<file path="src/design/bmg_pkg.sv">
`timescale 1ns / 1ps
// ----------------------------------------------------------------------------
// bmg_pkg: shared constants and types for the Gaussian sample unit
// Fixed-point constants of the log, root and cosine pipelines.
// ----------------------------------------------------------------------------
package bmg_pkg;

  localparam int unsigned UniformBitsDef = 16;
  localparam int unsigned LogFracBits    = 24;
  localparam int unsigned CfgIdxW        = 1;
  localparam int unsigned CfgDataW       = 16;
  localparam int unsigned OutW           = 24;

  localparam logic [CfgIdxW-1:0] CfgMeanOffset = 1'b0;
  localparam logic [CfgIdxW-1:0] CfgStdScale   = 1'b1;

  localparam logic [32:0] TwoLn2Q32   = 33'd5954088944;
  localparam logic [31:0] HalfPiQ30   = 32'd1686629713;
  localparam logic signed [33:0] Q30One = 34'sd1073741824;

  // Horner divisors of the cosine series, applied in this order.
  localparam int CosSteps = 7;
  localparam logic [7:0] CosDiv [CosSteps] = '{8'd182, 8'd132, 8'd90, 8'd56,
                                               8'd30, 8'd12, 8'd2};

  localparam logic signed [OutW-1:0] OutMax = 24'sh7FFFFF;
  localparam logic signed [OutW-1:0] OutMin = -24'sh800000;

endpackage

</file>
<file path="src/design/bmg_isqrt.sv">
`timescale 1ns / 1ps
// ----------------------------------------------------------------------------
// bmg_isqrt: pipelined integer square root
// Restoring digit recurrence, one result bit per stage.
// ----------------------------------------------------------------------------
module bmg_isqrt
  import bmg_pkg::*;
#(
  parameter int unsigned VW = 56,
  parameter int unsigned TagW = 32
) (
  input  logic            clk_i,
  input  logic            rst_ni,
  input  logic            valid_i,
  input  logic [VW-1:0]   v_i,
  input  logic [TagW-1:0] tag_i,
  output logic            valid_o,
  output logic [VW/2-1:0] root_o,
  output logic [TagW-1:0] tag_o
);

  localparam int unsigned NB = VW / 2;

  logic [NB-1:0]   vld_q;
  logic [VW-1:0]   rem_q [NB];
  logic [NB-1:0]   res_q [NB];
  logic [VW-1:0]   val_q [NB];
  logic [TagW-1:0] tg_q  [NB];

  always_ff @(posedge clk_i or negedge rst_ni) begin
    if (!rst_ni) begin
      vld_q <= '0;
    end else begin
      vld_q <= {vld_q[NB-2:0], valid_i};
    end
  end

  for (genvar s = 0; s < NB; s++) begin : g_bit
    localparam int unsigned B = NB - 1 - s;
    logic [VW-1:0]   rem_in;
    logic [NB-1:0]   res_in;
    logic [VW-1:0]   val_in;
    logic [TagW-1:0] tg_in;
    logic [VW+1:0]   rem_n;
    logic [VW+1:0]   trial;
    if (s == 0) begin : g_first
      assign rem_in = '0;
      assign res_in = '0;
      assign val_in = v_i;
      assign tg_in  = tag_i;
    end else begin : g_next
      assign rem_in = rem_q[s-1];
      assign res_in = res_q[s-1];
      assign val_in = val_q[s-1];
      assign tg_in  = tg_q[s-1];
    end
    assign rem_n = {rem_in, val_in[2*B+1], val_in[2*B]};
    assign trial = (VW+2)'({res_in, 2'b01});
    always_ff @(posedge clk_i) begin
      val_q[s] <= val_in;
      tg_q[s]  <= tg_in;
      if (rem_n >= trial) begin
        rem_q[s] <= VW'(rem_n - trial);
        res_q[s] <= {res_in[NB-2:0], 1'b1};
      end else begin
        rem_q[s] <= VW'(rem_n);
        res_q[s] <= {res_in[NB-2:0], 1'b0};
      end
    end
  end

  assign valid_o = vld_q[NB-1];
  assign root_o  = res_q[NB-1];
  assign tag_o   = tg_q[NB-1];

endmodule

</file>
<file path="config.mk">
export PLATFORM = sky130hd
export DESIGN_NAME = bmg_isqrt
export DESIGN_NICKNAME = d
export VERILOG_FILES = /design/src/design/bmg_pkg.sv /design/src/design/bmg_isqrt.sv
export SDC_FILE = /design/constraint.sdc
export NUM_CORES = 2
export LEC_CHECK = 0
export BUFFER_PORTS_ARGS = -buffer_cell sky130_fd_sc_hd__buf_2
export CORE_UTILIZATION = 51
export DETAILED_ROUTE_END_ITERATION = 10
export GPL_ROUTABILITY_DRIVEN = 0
export PLACE_DENSITY = 0.72
export SLEW_MARGIN = 20
export SYNTH_ARGS = -nofsm -noshare
export SYNTH_HDL_FRONTEND = slang
export SYNTH_MEMORY_MAX_BITS = 65536
export SYNTH_SLANG_ARGS = --single-unit
</file>
<file path="constraint.sdc">
create_clock -name clk_i -period 5.3 [get_ports clk_i]
set_input_delay 0 -clock clk_i [delete_from_list [all_inputs] [get_ports clk_i]]
set_output_delay 0 -clock clk_i [all_outputs]
set_load 0.02 [all_outputs]
</file>
# Yosys cells after proc, flatten, opt, wreduce, memory -nomap -nowiden

Memories as Yosys holds them, arrays and structs flattened.
Cells that the tools add are included.

Add/subtract/negate cells: 28
Magnitude comparators: 28
Muxes and demuxes: 140
Bitwise logic cells: 56

Operators with widths:

| operator              | number |
|---|---|
| $mux W56              | 28 |
| $ge A58 B30 Y1        | 27 |
| $sub A56 B30 Y56      | 27 |
| $mux W28              | 28 |
| $mux W1               | 84 |
| $or A1 B1 Y1          | 56 |
| $sub A2 B1 Y3 const B | 1 |
| $ge A2 B1 Y1 const B  | 1 |

Bits in registers: 28
Bits in writable memories: 4816
Input bits: 91
Output and inout bits: 61
Word-level logic and storage cells: 257
Memories kept: 4

Memory list:

| name  | words | bits a word | read ports | clocked after Yosys merged registers in | write ports | RTL line        | text |
|---|---|---|---|---|---|---|---|
| rem_q | 28    | 56          | 27         | 0                                       | 28          | bmg_isqrt.sv:25 | `logic [VW-1:0] rem_q [NB];` |
| val_q | 28    | 56          | 27         | 0                                       | 28          | bmg_isqrt.sv:27 | `logic [VW-1:0] val_q [NB];` |
| tg_q  | 28    | 32          | 28         | 0                                       | 28          | bmg_isqrt.sv:28 | `logic [TagW-1:0] tg_q [NB];` |
| res_q | 28    | 28          | 28         | 0                                       | 28          | bmg_isqrt.sv:26 | `logic [NB-1:0] res_q [NB];` |

# Logic depth before layout (Yosys ltp)

An unclocked memory read counts as a cell.

Depth in word-level cells: 5
Mapped depth: 16
Depth with buffers taken out: 14

# Least setup slack after synthesis

Ideal clock, no wire load.

Path type: register to register
Start point: memory rem_q[7][22], in the netlist rem_q[0][414]
End point: memory rem_q[8][43], in the netlist rem_q[0][491]
Library setup time: 134 ps
Data arrival time: 3699 ps
Required time: 5166 ps
Setup slack: 1467 ps
Cell stages (with the launch flop): 14
Buffers on the path: 3
Clock period less this slack: 3833 ps
Cells stage by stage: dfxtp_1 or4_1 or3_1 clkbuf_1 or4_1 or2_1 clkbuf_1 or3_1 or3_4 o31ai_4 or4_1 buf_4 nor4_1 xor2_1

RTL lines:

| what        | RTL line |
|---|---|
| from (decl) | bmg_isqrt.sv:25 |

==> results.toml <==
[timing]
tightestPinTransition_ns = 1.16
fin_skew_ns = 0.0919
slew_headroom_pct = 21.6
timing.hold.ws_ns = 0.187
finalWorstSetupSlack_ns = 0.592
final.setup.tns_ns = 0
setup_viol = 0
period_needed_ns = 4.71
final_max_slew_viol_count = 0
rsz0062_at_grt = "no"
fmax_ghz = 0.212
fin_crit_sh_pct = 88.8
hold_viol_final = 0

[setup_path]
path_cells = "or4_1, or4_1, nor4_2, nand4_1, o41ai_1, nor2_1, a211o_1, nor3_1, nand2_1, xnor2_1"
rr_startpoint = "rem_q[0][516]"
path_common_cell = "or4_1"
r2r_slack_ns = 0.59
cp-end-kind = "register"
cp_slowest_cell = "o41ai_1"
worstPathArrival_ns = 5.51
required_ns = 6.11
r2r-end = "rem_q[0][615]"
crit_type = "register to register"
crit_family = "simple AND/OR/NAND/NOR gates"
r2r_cells = 10
slowest_delay_ns = 0.88
path_buf_inv = 0
critical_path.max_fanout = 18
cp-start-kind = "register"

[clock_network]
ctsResizeCount = 0
cts-root-buf = "clkbuf_16"
post-cts-setup-buffers = 0
clock_latency_ns = 0.96
numCtsBuffers = 352
cts.clk_slew.worst_paths_ns = 0.06
cts_buffer_depth = 4
cts_tree = "done"
hold_buffers = 182
h-tree-depth = 5
clock_sinks = 3505

[detailed_routing]
drtPass1Iterations = 8
viasPerCell = 5.25
drt-total-wl_um = 231000
vias = 75000
drc = 0
drt_iter0_drc = 5478
postRouteAntennaNets = 0
wl_per_cell_um = 16.2

[synthesis]
synth_area_um2 = 115000
synth_top_area_cell = "dfxtp_1"
synth_top_area_share_pct = 60.7
yosys-top-cells-area = "dfxtp_1 (61%), xor2_1 (5.3%), ha_1 (4.8%)"
synth-main-ff-cell = "dfxtp_1"
seq_area_frac_synth_pct = 61.3
synthDistinctLibCells = 91
postSynthCellCount = 10500
syn_nets = 11000
ys_ff_latch = 3505
yosys_warnings = 0
async_flop_share_pct = 0.799
synth_edf_count = 0
synth_area_per_cell_um2 = 10.9

[pwr]
irDropWorstVdd_mv = 0.298
power.leakage_uw = 0.0578
powerDensity_nw_per_um2 = 490

[floorplan]
fp.dieW_um = 476
rows = 173
die_h_um = 476
start_util_pct = 51.5
core_area_um2 = 223000
num_io_pins = 152
die-area_um2 = 227000

[layout]
finish.net_count = 11600
final_area_um2 = 133000
regArea_um2 = 70300
fin_util_pct = 59.5
layout_common_cells = "dfxtp_1 (3477), nand2_1 (691), xor2_1 (690), nor2_1 (659), inv_1 (558)"
fillers = 17900
syn_to_final_growth_pct = 15.7
multi_input_area_um2 = 41700
final_common_cell = "dfxtp_1"
drive_above_1_share_pct = 8.37

[global_route]
grt_pass1_wl_um = 376000
antenna_found_initial = 7
grt_max_degree = 52
grt_use_total_pct = 19.9
grt_pass1_vias = 74500
overflow = 0

[placed_design]
hpwl_um = 168000
place_ws_ns = 0.869
placed_cell_area_um2 = 119000
io_buffer_count = 151

[worst_hold_path]
hold_class = "primary input to asynchronous set/reset pin"

[run_status]
status = "complete, no violations"

[job]
cap_violations = 0
-- tightest hold or removal path: stages --
cell           delay, ns
dlygate4sd3_1       0.54
dlygate4sd3_1       0.56
buf_2               0.18
buf_12              0.20
-- Yosys cell counts, types with 10 or more instances --
library cell	n
dfxtp_1	3477
nand2_1	691
xor2_1	690
nor2_1	659
inv_1	558
xnor2_1	533
ha_1	436
o21ai_0	419
a21oi_1	417
nor3_1	387
nor4_1	275
or3_1	168
nand3_1	164
a21o_1	160
clkbuf_1	156
nand2b_1	128
or4_1	127
nand4_1	102
o21a_1	88
or2_2	83
nor2b_1	79
o31ai_1	62
mux2_2	57
and3_1	40
o21bai_1	39
nand3b_1	35
a211oi_1	34
nor3b_1	34
a31oi_1	31
dfrtp_1	28
and2_1	24
nor4b_1	19
o211ai_1	19
nand4b_1	18
o41ai_1	17
a2111oi_0	14
and4_1	13
buf_1	13
o31a_1	13
a21boi_0	10
-- sequential cells by signal, summed over array words and instances (netlist names) --
signal and count:
res_q 406, rem_q 1419, val_q 756, vld_q 28
tg_q 896
-- where the power goes --
part / switching [uW] / internal [uW] / leakage (uW)
Combinational: 3500 / 3090 / 0.0224
Sequential: 3270 / 30200 / 0.0295
Clock: 9810 / 15200 / 0.00582
Total: 16600 / 48500 / 0.0578
-- worst max-delay path by stage --
| stage | from | to | cells after the start |
|---|---|---|---|
| after floorplan | rem_q[0][414] | rem_q[0][491] | 13 |
| after global placement | rem_q[0][598] | rem_q[0][644] | 11 |
| after detailed placement | rem_q[0][516] | rem_q[0][615] | 10 |
| after CTS | rem_q[0][516] | rem_q[0][615] | 10 |
| after global routing | rem_q[0][516] | rem_q[0][611] | 10 |
| final | rem_q[0][516] | rem_q[0][615] | 10 |
-- final cells by class --
type	instances	share of cell area, %
inverter	560	1.58
clock buffer	487	7.59
antenna	2	0.00377
multi-input combinational	6255	31.5
clock inverter	133	1.41
tap	2975	2.81
sequential	3505	53.0
timing repair buffer	369	2.15
-- kinds of logic (layout without fill, tap and decap cells) --
group / after synthesis / in the layout / share of synthesized area, %
and+or+nand+nor: 3097 / 3097 / 13.8
DFF: 3505 / 3505 / 61.3
AOI/OAI and AO/OA: 1432 / 1432 / 7.74
xor gates and xnor gates: 1223 / 1223 / 9.34
muxes: 66 / 66 / 0.638
buffers and inverters: 735 / 1549 / 2.41
adders and majority gates: 436 / 436 / 4.76
other: 1 / 3 / 0.00327
-- layer usage --
metal,up-vias,global-route usage [%],wire (um)
met1,35200,25.6,102000
li1,36800,-,-
met2,2340,33.2,108000
met3,633,3.41,13300
met4,0,8.13,8650
met5,-,0,0
-- metrics by stage --
step                cells  power [uW]
finish              14300       65000
global route        14300       68000
CTS                 14300       65600
detailed placement  13500       40300
global placement    13500       40000
floorplan           10500       37800
(Power assumes the default switching activity.)
